`config.mk`:
```
export PLATFORM = sky130hd
export DESIGN_NAME = http_request_header_parser_flat
export DESIGN_NICKNAME = d
export VERILOG_FILES = /design/src/hrhp_pkg.sv /design/src/hrhp_if.sv /design/src/hrhp_out_skid.sv /design/src/http_request_header_parser.sv /design/src/flat_wrapper.sv
export SDC_FILE = /design/constraint.sdc
export NUM_CORES = 1
export LEC_CHECK = 0
export ABC_AREA = 1
export BUFFER_PORTS_ARGS = -buffer_cell sky130_fd_sc_hd__buf_2
export CORE_ASPECT_RATIO = 1.4
export CORE_MARGIN = 4
export CORE_UTILIZATION = 25
export CTS_CLUSTER_SIZE = 30
export DETAILED_ROUTE_END_ITERATION = 6
export GPL_TIMING_DRIVEN = 1
export PLACE_DENSITY = 0.44
export SYNTH_ARGS = -nofsm -noshare
export SYNTH_HDL_FRONTEND = slang
export SYNTH_SLANG_ARGS = --single-unit
```
`constraint.sdc`:
```
create_clock -name clk_i -period 9.95 [get_ports clk_i]
set_input_delay 0.4975 -clock clk_i [delete_from_list [all_inputs] [get_ports clk_i]]
set_output_delay 0.4975 -clock clk_i [all_outputs]
set_load 0.05 [all_outputs]
```
`src/hrhp_pkg.sv`:
```
// Package: shared types and constants of the HTTP request header parser.
package hrhp_pkg;

  localparam int unsigned VerdictW = 2;

  typedef enum logic [1:0] {
    VERDICT_GET  = 2'd0,
    VERDICT_POST = 2'd1,
    VERDICT_BAD  = 2'd2
  } verdict_e;

  typedef struct packed {
    logic [1:0]  verdict;
    logic        keep_alive;
    logic [15:0] url_offset;
    logic [15:0] url_length;
    logic [15:0] version_offset;
    logic [15:0] version_length;
    logic [31:0] content_length;
    logic [15:0] body_offset;
  } result_t;

  localparam logic [7:0] ChCr    = 8'h0d;
  localparam logic [7:0] ChLf    = 8'h0a;
  localparam logic [7:0] ChVt    = 8'h0b;
  localparam logic [7:0] ChFf    = 8'h0c;
  localparam logic [7:0] ChSp    = 8'h20;
  localparam logic [7:0] ChTab   = 8'h09;
  localparam logic [7:0] ChColon = 8'h3a;
  localparam logic [7:0] ChPlus  = 8'h2b;

  // Lowercase a character.
  function automatic logic [7:0] to_lower(input logic [7:0] c);
    logic [7:0] r;
    r = c;
    if (c >= 8'h41 && c <= 8'h5a) r = c + 8'd32;
    return r;
  endfunction

  function automatic logic is_blank(input logic [7:0] c);
    return (c == ChSp) || (c == ChTab);
  endfunction

  function automatic logic [7:0] get_char(input logic [2:0] i);
    logic [7:0] r;
    case (i)
      3'd0:    r = 8'h47;
      3'd1:    r = 8'h45;
      3'd2:    r = 8'h54;
      default: r = 8'h00;
    endcase
    return r;
  endfunction

  function automatic logic [7:0] post_char(input logic [2:0] i);
    logic [7:0] r;
    case (i)
      3'd0:    r = 8'h50;
      3'd1:    r = 8'h4f;
      3'd2:    r = 8'h53;
      3'd3:    r = 8'h54;
      default: r = 8'h00;
    endcase
    return r;
  endfunction

  // "connection", lowercase.
  function automatic logic [7:0] conn_char(input logic [3:0] i);
    logic [7:0] r;
    case (i)
      4'd0:    r = "c";
      4'd1:    r = "o";
      4'd2:    r = "n";
      4'd3:    r = "n";
      4'd4:    r = "e";
      4'd5:    r = "c";
      4'd6:    r = "t";
      4'd7:    r = "i";
      4'd8:    r = "o";
      4'd9:    r = "n";
      default: r = 8'h00;
    endcase
    return r;
  endfunction

  // "content-length", lowercase.
  function automatic logic [7:0] clen_char(input logic [3:0] i);
    logic [7:0] r;
    case (i)
      4'd0:    r = "c";
      4'd1:    r = "o";
      4'd2:    r = "n";
      4'd3:    r = "t";
      4'd4:    r = "e";
      4'd5:    r = "n";
      4'd6:    r = "t";
      4'd7:    r = "-";
      4'd8:    r = "l";
      4'd9:    r = "e";
      4'd10:   r = "n";
      4'd11:   r = "g";
      4'd12:   r = "t";
      4'd13:   r = "h";
      default: r = 8'h00;
    endcase
    return r;
  endfunction

  function automatic logic [7:0] close_char(input logic [2:0] i);
    logic [7:0] r;
    case (i)
      3'd0:    r = "c";
      3'd1:    r = "l";
      3'd2:    r = "o";
      3'd3:    r = "s";
      3'd4:    r = "e";
      default: r = 8'h00;
    endcase
    return r;
  endfunction

endpackage

```
`src/hrhp_if.sv`:
```
// Interfaces: input byte channel and result channel.
interface hrhp_in_if;
  logic       valid;
  logic       ready;
  logic [7:0] in_byte;
  modport source (output valid, output in_byte, input ready);
  modport sink (input valid, input in_byte, output ready);
endinterface

interface hrhp_out_if;
  logic        valid;
  logic        ready;
  logic [1:0]  verdict;
  logic        keep_alive;
  logic [15:0] url_offset;
  logic [15:0] url_length;
  logic [15:0] version_offset;
  logic [15:0] version_length;
  logic [31:0] content_length;
  logic [15:0] body_offset;
  modport source (output valid, output verdict, output keep_alive, output url_offset,
                  output url_length, output version_offset, output version_length,
                  output content_length, output body_offset, input ready);
  modport sink (input valid, input verdict, input keep_alive, input url_offset,
                input url_length, input version_offset, input version_length,
                input content_length, input body_offset, output ready);
endinterface

```
`src/hrhp_out_skid.sv`:
```
// Two-entry output buffer for result items.
module hrhp_out_skid (
  input  logic                  clk_i,
  input  logic                  rst_ni,
  input  logic                  push_i,
  input  hrhp_pkg::result_t     data_i,
  output logic                  space_o,
  hrhp_out_if.source            out_o
);
  import hrhp_pkg::*;

  result_t   main_q, skid_q;
  logic      main_vld_q, skid_vld_q;
  logic      pop;

  assign pop     = out_o.valid && out_o.ready;
  assign space_o = !skid_vld_q;

  always_ff @(posedge clk_i or negedge rst_ni) begin
    if (!rst_ni) begin
      main_vld_q <= 1'b0;
      skid_vld_q <= 1'b0;
    end else begin
      if (pop || !main_vld_q) begin
        // advance the skid entry, else take the new item
        if (skid_vld_q) begin
          main_vld_q <= 1'b1;
          skid_vld_q <= push_i;
        end else begin
          main_vld_q <= push_i;
        end
      end else if (push_i) begin
        skid_vld_q <= 1'b1;
      end
    end
  end

  always_ff @(posedge clk_i) begin
    if (pop || !main_vld_q) begin
      if (skid_vld_q) begin
        main_q <= skid_q;
        if (push_i) skid_q <= data_i;
      end else if (push_i) begin
        main_q <= data_i;
      end
    end else if (push_i) begin
      skid_q <= data_i;
    end
  end

  assign out_o.valid          = main_vld_q;
  assign out_o.verdict        = main_q.verdict;
  assign out_o.keep_alive     = main_q.keep_alive;
  assign out_o.url_offset     = main_q.url_offset;
  assign out_o.url_length     = main_q.url_length;
  assign out_o.version_offset = main_q.version_offset;
  assign out_o.version_length = main_q.version_length;
  assign out_o.content_length = main_q.content_length;
  assign out_o.body_offset    = main_q.body_offset;

endmodule

```
`src/http_request_header_parser.sv`:
```
// Top level: HTTP/1.1 request header parser, one byte per transfer.
//
//  channel  | dir | payload                                   | transfer
//  in_i     | in  | in_byte                                   | valid & ready
//  out_o    | out | verdict, keep_alive, offsets, lengths ... | valid & ready
//
// One byte per clock while the output buffer has space: each accepted byte updates the
// parse registers, and its verdict enters a two-entry output buffer in the same cycle.
// Reset puts the parser at the start of a request line with empty buffer.
// in_i.ready drops only while the output buffer is full; an output stall
// therefore holds the input after at most two pending verdicts.
module http_request_header_parser #(
  parameter int unsigned POS_BITS = 16,
  parameter int unsigned LEN_BITS = 32
) (
  input  logic       clk_i,
  input  logic       rst_ni,
  hrhp_in_if.sink    in_i,
  hrhp_out_if.source out_o
);
  import hrhp_pkg::*;

  localparam logic [1:0] PhLine = 2'd0;
  localparam logic [1:0] PhHdr  = 2'd1;
  localparam logic [1:0] PhBody = 2'd2;
  localparam logic [1:0] KOther = 2'd0;
  localparam logic [1:0] KGet   = 2'd1;
  localparam logic [1:0] KPost  = 2'd2;
  localparam logic [POS_BITS-1:0] PosMax = '1;
  localparam logic [LEN_BITS-1:0] LenMax = '1;
  localparam logic [LEN_BITS-1:0] LenDiv = LenMax / 10;
  localparam logic [LEN_BITS-1:0] LenRem = LenMax % 10;

  typedef struct packed {
    logic [1:0]          phase;
    logic                cr;
    logic [POS_BITS-1:0] pos;
    logic [2:0]          rl_step;
    logic [1:0]          kind;
    logic [2:0]          mcnt;
    logic [POS_BITS-1:0] url_start;
    logic [POS_BITS-1:0] url_size;
    logic [POS_BITS-1:0] ver_start;
    logic [POS_BITS-1:0] ver_size;
    logic [2:0]          h_step;
    logic [3:0]          name_idx;
    logic [1:0]          flags;
    logic [2:0]          val_idx;
    logic                close_m;
    logic [LEN_BITS-1:0] accum;
    logic [LEN_BITS-1:0] length;
    logic                keep;
    logic [LEN_BITS-1:0] remain;
    logic [POS_BITS-1:0] body_start;
    logic                empty;
  } st_t;

  localparam st_t StRst = '{flags: 2'b11, close_m: 1'b1, keep: 1'b1, empty: 1'b1,
                            default: '0};

  st_t s_q, s_d;
  logic       take, space, emit;
  logic [1:0] verd;
  result_t    res;
  logic [7:0] c;

  assign c     = in_i.in_byte;
  assign in_i.ready = space;
  assign take  = in_i.valid && space;

  // Digit add with saturation at the accumulator limit.
  function automatic logic [LEN_BITS-1:0] add_dig(input logic [LEN_BITS-1:0] a,
                                                  input logic [3:0] d);
    logic over;
    over = (a > LenDiv) || ((a == LenDiv) && (LEN_BITS'(d) > LenRem));
    return over ? LenMax : (a * LEN_BITS'(10)) + LEN_BITS'(d);
  endfunction

  always_comb begin
    logic       isdig, hit, endln, eline;
    logic [1:0] f;
    st_t        n;
    n     = s_q;
    emit  = 1'b0;
    verd  = VERDICT_BAD;
    isdig = (c >= "0") && (c <= "9");
    hit   = 1'b0;
    endln = 1'b0;
    eline = 1'b0;
    f     = 2'b00;
    n.pos = s_q.pos + 1'b1;
    if (s_q.pos == PosMax) begin
      emit = 1'b1;
    end else if (s_q.phase == PhBody) begin
      if (s_q.remain <= LEN_BITS'(1)) begin
        emit = 1'b1;
        verd = VERDICT_POST;
      end
      n.remain = (s_q.remain != '0) ? s_q.remain - 1'b1 : s_q.remain;
    end else if (s_q.cr) begin
      n.cr = 1'b0;
      if (c != ChLf) emit = 1'b1;
      else endln = 1'b1;
    end else if (c == ChCr) begin
      n.cr = 1'b1;
      if (s_q.phase == PhLine && s_q.rl_step == 3'd4) n.ver_start = s_q.pos;
    end else if (s_q.phase == PhHdr) begin
      // header line byte
      hit = 1'b0;
      if (s_q.h_step == 3'd0 && !is_blank(c)) begin
        n.empty = 1'b0;
        hit = 1'b1;
      end
      if (s_q.h_step == 3'd1 || hit) begin
        n.h_step = 3'd1;
        if (c == ChColon) begin
          f[0] = s_q.flags[0] && (s_q.name_idx == 4'd10);
          f[1] = s_q.flags[1] && (s_q.name_idx == 4'd14);
          n.flags  = f;
          n.h_step = 3'd2;
        end else begin
          if (s_q.name_idx >= 4'd10 || to_lower(c) != conn_char(s_q.name_idx))
            n.flags[0] = 1'b0;
          if (s_q.name_idx >= 4'd14 || to_lower(c) != clen_char(s_q.name_idx))
            n.flags[1] = 1'b0;
          if (s_q.name_idx < 4'd15) n.name_idx = s_q.name_idx + 1'b1;
        end
      end else if (s_q.h_step >= 3'd2) begin
        hit = 1'b1;
        if (s_q.h_step == 3'd2) begin
          if (is_blank(c)) hit = 1'b0;
          else if (s_q.flags[1] && (c == ChLf || c == ChVt || c == ChFf)) hit = 1'b0;
        end
        if (hit) begin
          if (s_q.val_idx >= 3'd5 || to_lower(c) != close_char(s_q.val_idx))
            n.close_m = 1'b0;
          if (s_q.val_idx < 3'd7) n.val_idx = s_q.val_idx + 1'b1;
          if (s_q.h_step == 3'd2) begin
            if (c == ChPlus) n.h_step = 3'd3;
            else if (isdig) begin
              n.accum  = add_dig(s_q.accum, c[3:0]);
              n.h_step = 3'd3;
            end else n.h_step = 3'd4;
          end else if (s_q.h_step == 3'd3) begin
            if (isdig) n.accum = add_dig(s_q.accum, c[3:0]);
            else n.h_step = 3'd4;
          end
        end
      end
    end else begin
      // request line byte
      case (s_q.rl_step)
        3'd0, 3'd1: begin
          if (s_q.rl_step == 3'd0 && is_blank(c)) begin
            n = n;
          end else begin
            if (s_q.rl_step == 3'd0) begin
              n.mcnt = '0;
              n.kind = (c == "G") ? KGet : (c == "P") ? KPost : KOther;
            end else begin
              n.kind = s_q.kind;
            end
            n.rl_step = 3'd1;
            if (is_blank(c)) begin
              if (!((n.kind == KGet && n.mcnt == 3'd3) ||
                    (n.kind == KPost && n.mcnt == 3'd4)))
                n.kind = KOther;
              n.rl_step = 3'd2;
            end else begin
              if (n.kind == KGet && (n.mcnt >= 3'd3 || c != get_char(n.mcnt)))
                n.kind = KOther;
              if (n.kind == KPost && (n.mcnt >= 3'd4 || c != post_char(n.mcnt)))
                n.kind = KOther;
              if (n.mcnt < 3'd7) n.mcnt = n.mcnt + 1'b1;
            end
          end
        end
        3'd2: begin
          if (!is_blank(c)) begin
            n.url_start = s_q.pos;
            n.url_size  = POS_BITS'(1);
            n.rl_step   = 3'd3;
          end
        end
        3'd3: begin
          if (is_blank(c)) n.rl_step = 3'd4;
          else n.url_size = s_q.url_size + 1'b1;
        end
        3'd4: begin
          if (!is_blank(c)) begin
            n.ver_start = s_q.pos;
            n.ver_size  = POS_BITS'(1);
            n.rl_step   = 3'd5;
          end
        end
        default: n.ver_size = s_q.ver_size + 1'b1;
      endcase
    end

    // line end handling
    if (endln) begin
      if (s_q.phase == PhHdr) begin
        if (s_q.empty) begin
          if (s_q.kind == KGet) begin
            emit = 1'b1;
            verd = VERDICT_GET;
          end else if (s_q.kind == KPost) begin
            n.body_start = s_q.pos + 1'b1;
            n.remain     = s_q.length;
            if (s_q.length == '0) begin
              emit = 1'b1;
              verd = VERDICT_POST;
            end else n.phase = PhBody;
          end else emit = 1'b1;
        end else if (s_q.h_step < 3'd2) begin
          emit = 1'b1;
        end else begin
          if (s_q.flags[0] && s_q.close_m && s_q.val_idx == 3'd5) n.keep = 1'b0;
          if (s_q.flags[1]) n.length = s_q.accum;
          eline = 1'b1;
        end
      end else if (s_q.rl_step < 3'd4) begin
        emit = 1'b1;
      end else begin
        n.phase = PhHdr;
        eline   = 1'b1;
      end
    end
    if (eline) begin
      n.h_step   = '0;
      n.name_idx = '0;
      n.flags    = 2'b11;
      n.val_idx  = '0;
      n.close_m  = 1'b1;
      n.accum    = '0;
      n.empty    = 1'b1;
    end
    s_d = emit ? StRst : n;

    // result for the verdict
    res                = '0;
    res.verdict        = verd;
    res.keep_alive     = s_q.keep;
    if (verd != VERDICT_BAD) begin
      res.url_offset     = 16'(s_q.url_start);
      res.url_length     = 16'(s_q.url_size);
      res.version_offset = 16'(s_q.ver_start);
      res.version_length = 16'(s_q.ver_size);
      res.content_length = (LEN_BITS > 32 && (s_q.length >> 32) != '0) ? 32'hffff_ffff
                           : 32'(s_q.length);
    end
    if (verd == VERDICT_POST) res.body_offset = 16'(n.body_start);
  end

  // Hold the parse state; advance on each byte transfer.
  always_ff @(posedge clk_i or negedge rst_ni) begin
    if (!rst_ni) begin
      s_q <= StRst;
    end else if (take) begin
      s_q <= s_d;
    end
  end

  hrhp_out_skid u_skid (
    .clk_i   (clk_i),
    .rst_ni  (rst_ni),
    .push_i  (take && emit),
    .data_i  (res),
    .space_o (space),
    .out_o   (out_o)
  );

`ifndef SYNTHESIS
  // The parser never sits in the body phase with nothing left to receive.
  a_body_remain: assert property (@(posedge clk_i) disable iff (!rst_ni)
    s_q.phase == PhBody |-> s_q.remain != '0) else $error("body count empty");
  // A CR is never pending during the body.
  a_cr_body: assert property (@(posedge clk_i) disable iff (!rst_ni)
    s_q.phase == PhBody |-> !s_q.cr) else $error("cr in body");
  // Any emitted verdict returns the parser to the start of a request.
  a_reset_after: assert property (@(posedge clk_i) disable iff (!rst_ni)
    take && emit |=> s_q.pos == '0 && s_q.phase == PhLine)
    else $error("no restart after verdict");
`endif

endmodule
```
`src/flat_wrapper.sv`:
```
// flat-port wrapper written by rule: the top's interface ports become plain ports
module http_request_header_parser_flat import hrhp_pkg::*;
#(
  parameter int unsigned POS_BITS = 16,
  parameter int unsigned LEN_BITS = 32
)
  (clk_i, rst_ni, in_i_valid, in_i_in_byte, in_i_ready, out_o_valid, out_o_verdict, out_o_keep_alive, out_o_url_offset, out_o_url_length, out_o_version_offset, out_o_version_length, out_o_content_length, out_o_body_offset, out_o_ready);
  hrhp_in_if in_i_i ();
  hrhp_out_if out_o_i ();
  input  logic clk_i;
  input  logic rst_ni;
  input wire logic [$bits(in_i_i.valid)-1:0] in_i_valid;
  input wire logic [$bits(in_i_i.in_byte)-1:0] in_i_in_byte;
  output wire logic [$bits(in_i_i.ready)-1:0] in_i_ready;
  output wire logic [$bits(out_o_i.valid)-1:0] out_o_valid;
  output wire logic [$bits(out_o_i.verdict)-1:0] out_o_verdict;
  output wire logic [$bits(out_o_i.keep_alive)-1:0] out_o_keep_alive;
  output wire logic [$bits(out_o_i.url_offset)-1:0] out_o_url_offset;
  output wire logic [$bits(out_o_i.url_length)-1:0] out_o_url_length;
  output wire logic [$bits(out_o_i.version_offset)-1:0] out_o_version_offset;
  output wire logic [$bits(out_o_i.version_length)-1:0] out_o_version_length;
  output wire logic [$bits(out_o_i.content_length)-1:0] out_o_content_length;
  output wire logic [$bits(out_o_i.body_offset)-1:0] out_o_body_offset;
  input wire logic [$bits(out_o_i.ready)-1:0] out_o_ready;
  assign in_i_i.valid = in_i_valid;
  assign in_i_i.in_byte = in_i_in_byte;
  assign in_i_ready = in_i_i.ready;
  assign out_o_valid = out_o_i.valid;
  assign out_o_verdict = out_o_i.verdict;
  assign out_o_keep_alive = out_o_i.keep_alive;
  assign out_o_url_offset = out_o_i.url_offset;
  assign out_o_url_length = out_o_i.url_length;
  assign out_o_version_offset = out_o_i.version_offset;
  assign out_o_version_length = out_o_i.version_length;
  assign out_o_content_length = out_o_i.content_length;
  assign out_o_body_offset = out_o_i.body_offset;
  assign out_o_i.ready = out_o_ready;
  http_request_header_parser #(.POS_BITS(POS_BITS), .LEN_BITS(LEN_BITS)) u_core (.clk_i(clk_i), .rst_ni(rst_ni), .in_i(in_i_i), .out_o(out_o_i));
endmodule
```
==> flow_summary_export.csv, run 1 <==
group,metric,value,unit
clocking,clock_sinks,450,
clocking,clock_path_buffers,3,
cells_and_area,nets,3338,
die,dieArea,107000,sq um
logic_synthesis,synth_top_area_cell,"edfxtp_1",
logic_synthesis,syn_avg_cell_area,8.03,sq um
timing,hold_violations,10,
power_and_ir_drop,power_density,246,nW/um^2
worst_setup_path,arrival,5.33,ns
timing,finalCritPeriodShare,0.516,
worst_setup_path,crit_chain,"nor2_1 > nand2_1 > nor2_1 > nand4_1 > nand2_1 > nand2_1 > nand3_2 > nand2_4 > inv_4 > nand2_1 > a21oi_4 > buf_4 > buf_4",
logic_synthesis,synth_edf_count,230,
route,wl,75900,um
place,dp_hpwl,55400,um
global_route,grtUsageTotal,0.139,
worst_setup_path,start_kind,"flip-flop",
clocking,insertion_delay,0.58,ns
worst_setup_path,end_kind,"flip-flop",
place,port_buffers,128,
global_route,grt_max_degree,102,
route,drt_iter0_markers,1283,
timing,whs,-0.0305,ns
logic_synthesis,synth_cells,3154,
die,io-pin-count,129,
clocking,numCtsBuffers,45,
logic_synthesis,synth.most_common_cell,"nand2_1",
run_status,violations,"hold timing",
run_status,outcome,"complete, but fails checks",
worst_setup_path,critPathMaxStageDelay,0.72,ns
timing,clock.fmax,195,MHz
timing,setup_slack,4.82,ns
timing,maxSlewHeadroom,0.245,
power_and_ir_drop,vdd_drop_max,0.121,mV
route,wire_per_inst,16.5,um
power_and_ir_drop,p_leak,13.6,nW
clocking,cts_tree,"built",
logic_synthesis,synth_area_leaders,"edfxtp_1, dfrtp_1, nand2_1",
die,start_util,0.253,
timing,fin_skew,0.0254,ns
logic_synthesis,syn-num-nets,3250,
logic_synthesis,ys_warn_count,0,
global_route,antenna_found_initial,2,
route,via_count,20700,
timing,period_needed,5.13,ns
logic_synthesis,synthTopCellsByCount,"nand2_1, inv_1, nor2_1",
route,route.detailed.drc,0,
place,gp_congestion,0.862,
worst_setup_path,crit_type,"reg2reg",
timing,rsz0062_at_grt,"no",
die,rows,137,
die,fp.dieW,277,um
clocking,clkTransAtPathRegs,0.06,ns
logic_synthesis,yosys.cell_types.count,58,
clocking,ctsResizeCount,0,
clocking,root_buffer,"clkbuf_16",
die,core,100000,sq um
die,die_y,385,um
global_route,grt_pass1_wl,119000,um
clocking,hold_buffers,0,
logic_synthesis,synth_ff_type,"edfxtp_1",
place,dpl_worst_slack,4.68,ns
clocking,postCtsSetupBuffers,0,
timing,worst_pin_slew,1.13,ns
logic_synthesis,synth-async-reset-ratio,0.489,
timing,finalSetupTns,0,ns
worst_setup_path,path_max_fanout,56,
cells_and_area,drive_gt1_frac,0.0851,
hold_path,hold_path.class,"in2async",
worst_setup_path,cp_data_required_time,10.14,ns
route,drtAntennaViolNets,0,
timing,finalSetupViolCount,0,
logic_synthesis,netlist_area,25300,sq um
worst_setup_path,crit_top_cell,"nand2_1",
cells_and_area,area_delta_synth_final,13.2,%
logic_synthesis,synth_seq_cells,450,
global_route,grt_pass1_vias,20800,
logic_synthesis,ys_seq_area_frac,0.490,
timing,slew_violations,0,
worst_setup_path,slowest_stage,"buf_4",
logic_synthesis,yosysTopAreaCellShare,0.273,
clocking,htree_levels,2,
route,post_drt_via_cell_ratio,4.51,
global_route,grt_overflow,0,
job,drv_cap,0,
route,drt_pass1_iterations,5,
-- layout by cell type, fill, tap and decap left out, drive strengths merged, types with 4 or more instances in the layout --
cell,n
ha,82
xor2,43
o21ai,230
nor3,28
nand3b,11
inv,433
dfstp,5
clkinv,14
clkbuf,71
nand4,73
o41ai,4
xnor2,9
nor3b,5
nor4,5
a31oi,4
o22ai,21
o221ai,4
nand3,200
o211ai,17
or2,11
buf,146
a22o,12
a21oi,194
edfxtp,230
dfrtp,215
nor2,361
nand2,822
o21bai,9
-- power by group --
part           switching, W  internal [W]  total [W]  leakage [nW]
Sequential         0.000260       0.00233    0.00259          5.22
Clock              0.000738      0.000926    0.00166         0.683
Combinational       0.00206      0.000742    0.00281          7.67
-- layout make-up --
cell class | count | area [sq um]
flip-flops and latches | 450 | 12400
diodes | 1 | 2.50
clock inverters | 11 | 88.8
well taps | 1320 | 1650
multi-input cells | 2162 | 10800
inverters | 437 | 1650
clock buffers | 71 | 1300
repair buffers | 146 | 786
fillers | 10900 | 71400
-- layer usage --
metal | routed length (um) | vias to the layer above | global-route usage
met5 | 13 | - | 0
met4 | 2780 | 2 | 0.0513
met3 | 2160 | 114 | 0.0138
met2 | 40500 | 351 | 0.266
met1 | 30400 | 9740 | 0.159
li1 | - | 10500 | -
-- worst paths after layout --
path                                 start                                     end  slack [ns]  cells past startpoint
setup reg to reg            u_core.s_q[55]  u_core.u_skid.out_o.content_length[31]        4.82                     13
hold / removal                      rst_ni                         u_core.s_q[167]       -0.03                      1
setup / recovery            u_core.s_q[55]  u_core.u_skid.out_o.content_length[31]        4.82                     13
min in group clk_i             out_o_ready                u_core.u_skid.skid_vld_q        0.36                      4
max in group asynchronous           rst_ni                         u_core.s_q[138]        8.49                      2
hold reg to reg            u_core.s_q[114]                         u_core.s_q[114]        0.47                      2
-- worst max-delay path: cells and delay by family (launching register included) --
| kind | cells | cell delay [ns] |
|---|---|---|
| flip-flops | 1 | 0.42 |
| AND/OR/NAND/NOR | 9 | 1.87 |
| AO/OA/AOI/OAI | 1 | 0.39 |
| buffers and inverters | 3 | 1.86 |
-- registers in the layout, summed over array words and instances (netlist names), 2 cells and up --
signal and cells:
u_core.u_skid.out_o.body_offset 16, u_core.u_skid.out_o.version_length 16, u_core.u_skid.out_o.content_length 32, u_core.u_skid.out_o.url_offset 16
u_core.u_skid.out_o.version_offset 16, u_core.u_skid.out_o.url_length 16, u_core.s_q 217, u_core.u_skid.out_o.verdict 2
u_core.u_skid.skid_q 115
-- stage by stage --
stage / util / cell area [sq um] / power [W] / std cells / hold WS [ns]
6_report: 0.287 / 28700 / 0.00706 / 4598 / -0.0305
4_1_cts: 0.287 / 28700 / 0.00717 / 4597 / 0.0203
3_3_place_gp: 0.273 / 27300 / 0.00548 / 4515 / 0.455
3_5_place_dp: 0.273 / 27300 / 0.00546 / 4515 / 0.459
5_1_grt: 0.287 / 28700 / 0.00759 / 4597 / 0.0422
2_1_floorplan: - / 25300 / 0.00471 / 3154 / 0.202
-- cell families after synthesis --
| logic type | count (synthesis) | synth area share |
|---|---|---|
| buffers and inverters | 542 | 0.0852 |
| flip-flops | 450 | 0.490 |
| XOR/XNOR | 52 | 0.0180 |
| AO/OA/AOI/OAI | 506 | 0.110 |
| adder cells (fa/ha/maj) | 84 | 0.0421 |
| AND/OR/NAND/NOR | 1520 | 0.254 |
Note: power is estimated with default switching activity, not from simulation.
==> inputs of run 2 (changes only) <==
==> constraint.sdc (replaced) <==
create_clock -name clk_i -period 5.4 [get_ports clk_i]
set_input_delay 0.27 -clock clk_i [delete_from_list [all_inputs] [get_ports clk_i]]
set_output_delay 0.27 -clock clk_i [all_outputs]
set_load 0.05 [all_outputs]
==> flow_summary_export.csv, run 2 (synthesized netlist as in run 1, its figures left out) <==
group,metric,value,unit
cells_and_area,drive_gt1_frac,0.0923,
worst_setup_path,crit_chain,"ha_1 > nand2_2 > nor2_4 > nand3_2 > nor3_4 > nand3_4 > nand4_2 > nor2_4 > inv_2 > o22ai_4 > buf_4 > nor2_2 > clkinv_2 > buf_12 > nand2_1 > a21oi_1",
die,io-pin-count,129,
worst_setup_path,slowest_stage,"clkinv_2",
place,gp_congestion,0.843,
timing,hold_violations,0,
route,via_count,20800,
route,dr.max_layer_used,"met5",
clocking,clkTransAtPathRegs,0.06,ns
route,wire_per_inst,16.3,um
timing,finalSetupViolCount,0,
clocking,root_buffer,"clkbuf_16",
route,drt_iter0_markers,1072,
die,dieArea,107000,sq um
clocking,numCtsBuffers,45,
global_route,grt_overflow,0,
cells_and_area,regMostFlops,"u_core.s_q",
cells_and_area,final_util,0.290,
worst_setup_path,arrival,4.21,ns
route,wl_met3,1920,um
place,port_buffers,128,
timing,finalCritPeriodShare,0.728,
worst_setup_path,ff2ff_path_depth,16,
cells_and_area,num-fill-cells,10900,
global_route,grt_max_degree,101,
cells_and_area,final_cell_mix,"nand2_1, inv_1, nor2_1",
place,dp_hpwl,55600,um
power_and_ir_drop,seqPwrFrac,0.360,
worst_setup_path,critPathMaxStageDelay,0.41,ns
cells_and_area,largest_register_ffs,217,
global_route,antenna_found_initial,2,
worst_setup_path,end_kind,"flip-flop",
clocking,cts_tree,"built",
timing,period_needed,3.93,ns
worst_setup_path,path_max_fanout,54,
timing,finalSetupTns,0,ns
worst_setup_path,crit_type,"reg2reg",
worst_setup_path,ff2ff_setup_slack,1.47,ns
power_and_ir_drop,vdd_drop_max,0.250,mV
clocking,clock_sinks,450,
route,wl_met2,40000,um
cells_and_area,layout_commonest_cell,"nand2_1",
worst_setup_path,crit_top_cell,"nor2_4",
die,start_util,0.253,
hold_path,worstHoldPathCells,4,
cells_and_area,nets,3353,
worst_setup_path,start_kind,"flip-flop",
die,die_y,385,um
route,wl,75200,um
power_and_ir_drop,p_sw,0.00570,W
run_status,outcome,"complete, no violations",
power_and_ir_drop,intPower,0.00750,W
route,post_drt_via_cell_ratio,4.49,
route,drt_pass1_iterations,5,
timing,slew_violations,0,
power_and_ir_drop,swShare,0.432,
timing,rsz0062_at_grt,"no",
worst_setup_path,path_buf_inv,4,
global_route,grtUsageTotal,0.138,
clocking,htree_levels,2,
job,drv_cap,0,
clocking,postCtsSetupBuffers,0,
clocking,insertion_delay,0.60,ns
timing,maxSlewHeadroom,0.335,
timing,clock.fmax,254,MHz
die,rows,137,
worst_setup_path,cp.depth,16,
power_and_ir_drop,power.share.combinational,0.393,
route,drtAntennaViolNets,0,
cells_and_area,area_delta_synth_final,14.4,%
power_and_ir_drop,p_leak,13.7,nW
power_and_ir_drop,power_frac_clock,0.247,
worst_setup_path,cp_top_family,"simple AND/OR/NAND/NOR gates",
global_route,grt_pass1_vias,20900,
timing,worst_pin_slew,0.995,ns
power_and_ir_drop,power_density,455,nW/um^2
route,met1_length,30400,um
clocking,clock_path_buffers,3,
die,fp.dieW,277,um
hold_path,hold_path.class,"in2reg",
worst_setup_path,cp_data_required_time,5.68,ns
timing,fin_skew,0.0425,ns
global_route,grt_pass1_wl,118000,um
route,route.detailed.drc,0,
die,core,100000,sq um
clocking,ctsResizeCount,0,
[run 2: final timing paths]
| kind | endpoint | start |
|---|---|---|
| min in group asynchronous | u_core.u_skid.out_o.valid | rst_ni |
| setup reg to reg | u_core.u_skid.out_o.content_length[26] | u_core.s_q[200] |
| max in group asynchronous | u_core.s_q[201] | rst_ni |
| hold reg to reg | u_core.s_q[114] | u_core.s_q[114] |
| setup / recovery | u_core.u_skid.out_o.content_length[26] | u_core.s_q[200] |
| hold / removal | u_core.u_skid.skid_vld_q | out_o_ready |
[run 2: per-stage QoR]
stage / total power (W) / cell area [sq um] / setup WS [ns] / hold slack, ns / instances
floorplan: 0.00863 / 25400 / 0.236 / -0.0256 / 3154
global placement: 0.0101 / 27500 / 1.46 / 0.397 / 4529
detailed placement: 0.0101 / 27500 / 1.45 / 0.401 / 4529
CTS: 0.0134 / 29000 / 1.40 / 0.0752 / 4614
global route: 0.0142 / 29000 / 1.14 / 0.0976 / 4614
finish: 0.0132 / 29000 / 1.47 / 0.110 / 4617
[run 2: layout make-up]
type	instances	area, sq um	share of cell area
flip-flops and latches	450	12400	0.428
multi-input cells	2162	10800	0.372
inverters	437	1650	0.0570
well taps	1320	1650	0.0570
clock buffers	61	1270	0.0437
repair buffers	161	951	0.0328
clock inverters	23	245	0.00846
diodes	3	7.51	0.000259
[run 2: power by group through the flow]
stage                     sequential [W]  combinational [W]  clock [W]
after floorplan                  0.00541            0.00322          0
after global placement           0.00483            0.00527          0
after detailed placement         0.00482            0.00526          0
after CTS                        0.00476            0.00528    0.00338
after global routing             0.00482            0.00586    0.00350
final                            0.00474            0.00519    0.00326
[run 2: routing by layer]
| layer | track usage | vias up |
|---|---|---|
| met4 | 0.0533 | 2 |
| met5 | 0 | - |
| li1 | - | 10600 |
| met3 | 0.0136 | 113 |
| met1 | 0.155 | 9786 |
| met2 | 0.267 | 283 |
[run 2: worst register-to-register path: stages, from the launching register on]
cell      delay (ns)
dfrtp_1         0.35
ha_1            0.19
nand2_2         0.08
nor2_4          0.11
nand3_2         0.13
nor3_4          0.23
nand3_4         0.26
nand4_2         0.23
nor2_4          0.05
inv_2           0.38
o22ai_4         0.10
buf_4           0.23
nor2_2          0.17
clkinv_2        0.41
buf_12          0.37
nand2_1         0.24
a21oi_1         0.09
[run 2: repair_timing]
| action | CTS | global route |
|---|---|---|
| setup endpoints to repair | 0 | 0 |
| hold buffers | 1 | 0 |
| endpoints found under the hold margin | 92 | 0 |
==> inputs of run 3 (changes only) <==
--- a/config.mk
+++ b/config.mk
@@ -13,7 +13,7 @@
 export CTS_CLUSTER_SIZE = 30
 export DETAILED_ROUTE_END_ITERATION = 6
 export GPL_TIMING_DRIVEN = 1
-export PLACE_DENSITY = 0.44
+export PLACE_DENSITY = 0.46
 export SYNTH_ARGS = -nofsm -noshare
 export SYNTH_HDL_FRONTEND = slang
 export SYNTH_SLANG_ARGS = --single-unit
==> constraint.sdc (replaced) <==
create_clock -name clk_i -period 3.5 [get_ports clk_i]
set_input_delay 0.175 -clock clk_i [delete_from_list [all_inputs] [get_ports clk_i]]
set_output_delay 0.175 -clock clk_i [all_outputs]
set_load 0.05 [all_outputs]
==> flow_summary_export.csv, run 3 (synthesized netlist as in run 1, its figures left out) <==
group,metric,value,unit
timing,period_needed,3.23,ns
cells_and_area,regMostFlops,"u_core.s_q",
route,wl,74300,um
die,core,100000,sq um
cells_and_area,largest_register_ffs,217,
timing,setup_slack,0.271,ns
global_route,grt_overflow,0,
timing,fin_skew,0.0352,ns
worst_setup_path,end_kind,"flip-flop",
worst_setup_path,reg2reg_to,"u_core.s_q[175]",
worst_setup_path,ff2ff_path_depth,18,
clocking,cts_tree,"built",
power_and_ir_drop,vdd_drop_max,0.494,mV
global_route,antenna_found_initial,0,
worst_setup_path,r2r_start,"u_core.s_q[199]",
hold_path,hp-start,"in_i_in_byte[1]",
die,io-pin-count,129,
timing,finalCritPeriodShare,0.923,
timing,slew_violations,0,
clocking,numCtsBuffers,47,
cells_and_area,nets,3426,
power_and_ir_drop,power_density,709,nW/um^2
die,start_util,0.253,
timing,hold_violations,0,
place,port_buffers,128,
worst_setup_path,crit_type,"reg2reg",
worst_setup_path,cp_data_required_time,3.97,ns
cells_and_area,final_cell_mix,"nand2_1, inv_1, nor2_1",
clocking,clock_sinks,450,
place,dpl_worst_slack,0.0201,ns
die,fp.dieW,277,um
global_route,grt_pass1_vias,20800,
timing,whs,0.0636,ns
power_and_ir_drop,p_leak,14.2,nW
hold_path,worstHoldEndpoint,"u_core.s_q[83]",
hold_path,worstHoldPathCells,4,
route,wire_per_inst,15.8,um
place,dp_cells,4596,
die,dieArea,107000,sq um
place,gp_congestion,0.857,
timing,clock.fmax,310,MHz
clocking,clock_path_buffers,3,
worst_setup_path,path_max_fanout,32,
timing,rsz0062_at_grt,"no",
cells_and_area,num-fill-cells,10800,
timing,finalSetupTns,0,ns
route,post_drt_via_cell_ratio,4.45,
worst_setup_path,start_kind,"flip-flop",
clocking,root_buffer,"clkbuf_16",
route,via_count,20900,
clocking,clkTransAtPathRegs,0.06,ns
run_status,outcome,"complete, no violations",
place,dp_hpwl,55900,um
cells_and_area,antenna_cells,0,
worst_setup_path,arrival,3.70,ns
global_route,grtUsageTotal,0.137,
route,route.detailed.drc,0,
clocking,insertion_delay,0.62,ns
global_route,grt_pass1_wl,117000,um
cells_and_area,area_delta_synth_final,17.9,%
hold_path,hold_path.class,"in2reg",
worst_setup_path,ff2ff_setup_slack,0.27,ns
route,drtAntennaViolNets,0,
cells_and_area,layout_commonest_cell,"nand2_1",
route,drt_iter0_markers,1079,
global_route,grt_max_degree,176,
cells_and_area,drive_gt1_frac,0.118,
clocking,htree_levels,2,
die,die_y,385,um
route,drt_pass1_iterations,5,
timing,worst_pin_slew,0.965,ns
job,drv_cap,0,
timing,maxSlewHeadroom,0.357,
cells_and_area,final_cells,4689,
die,rows,137,
timing,finalSetupViolCount,0,
## run 3: cell count changes in the layout (fill, tap and decap cells not counted), moves of 4 or more
cell,before,now
nor2_4,4,8
buf_4,28,89
nor2_2,9,19
bufinv_16,3,8
buf_12,4,12
nor2_1,347,333
## run 3: repair_timing
item / 4_1_cts / 5_1_grt
hold endpoints to repair: 96 / 0
hold buffers: 3 / 0
endpoints found under the setup margin: 1 / 14
buffers inserted: 0 / 2
pin swaps: 0 / 1
resized for setup: 1 / 22
## run 3: metal layers
layer / GRT usage / wire length (um) / vias to the layer above
li1: - / - / 10700
met3: 0.0147 / 1920 / 93
met5: 0 / 0 / -
met2: 0.270 / 40700 / 291
met4: 0.0412 / 1850 / 0
met1: 0.153 / 29900 / 9764
## run 3: worst max path at each step
stage	cells after the start	startpoint	slack [ns]	to
floorplan	13	u_core.s_q[199]	-0.47	u_core.u_skid.out_o.body_offset[0]
global placement	20	u_core.s_q[83]	-0.003	u_core.s_q[112]
detailed placement	19	u_core.s_q[83]	0.02	u_core.s_q[106]
CTS	20	u_core.s_q[83]	0.05	u_core.s_q[113]
global route	19	u_core.s_q[83]	0.005	u_core.s_q[106]
finish	18	u_core.s_q[199]	0.27	u_core.s_q[175]
## run 3: where the power goes
part	total, W	switching [W]	internal, W	leakage, nW
clock	0.00554	0.00228	0.00326	0.828
combinational	0.00844	0.00600	0.00244	8.16
sequential	0.00719	0.000595	0.00660	5.22
## run 3: metrics by stage
| stage | power, W | instance area (sq um) | utilization |
|---|---|---|---|
| 2_1_floorplan | 0.0133 | 25400 | - |
| 3_3_place_gp | 0.0158 | 28100 | 0.280 |
| 3_5_place_dp | 0.0158 | 28100 | 0.280 |
| 4_1_cts | 0.0215 | 29800 | 0.298 |
| 5_1_grt | 0.0227 | 29900 | 0.298 |
| 6_report | 0.0212 | 29900 | 0.298 |
## run 3: worst max-delay path, stage by stage, from the launching register on
cell and delay, ns:
dfrtp_1 0.35, ha_2 0.21, nand2_2 0.07, nor2_4 0.10, nand3_2 0.12, nor3_4 0.25
nand3_4 0.26, nand2_2 0.12, inv_2 0.06, nand3_2 0.10, nand2_4 0.16, inv_6 0.22
nor2_1 0.10, nor2_1 0.15, nand2_2 0.11, inv_4 0.19, nand2_4 0.25, nand2_1 0.16
o21ai_2 0.06
## run 3: area by class of cell
cell class                 count  area [sq um]  share of cell area
sequential                   450         12400               0.416
multi-input combinational   2162         10900               0.364
inverter                     437          1660              0.0554
tap                         1320          1650              0.0553
timing repair buffer         232          1590              0.0532
clock buffer                  61          1310              0.0439
clock inverter                27           380              0.0127
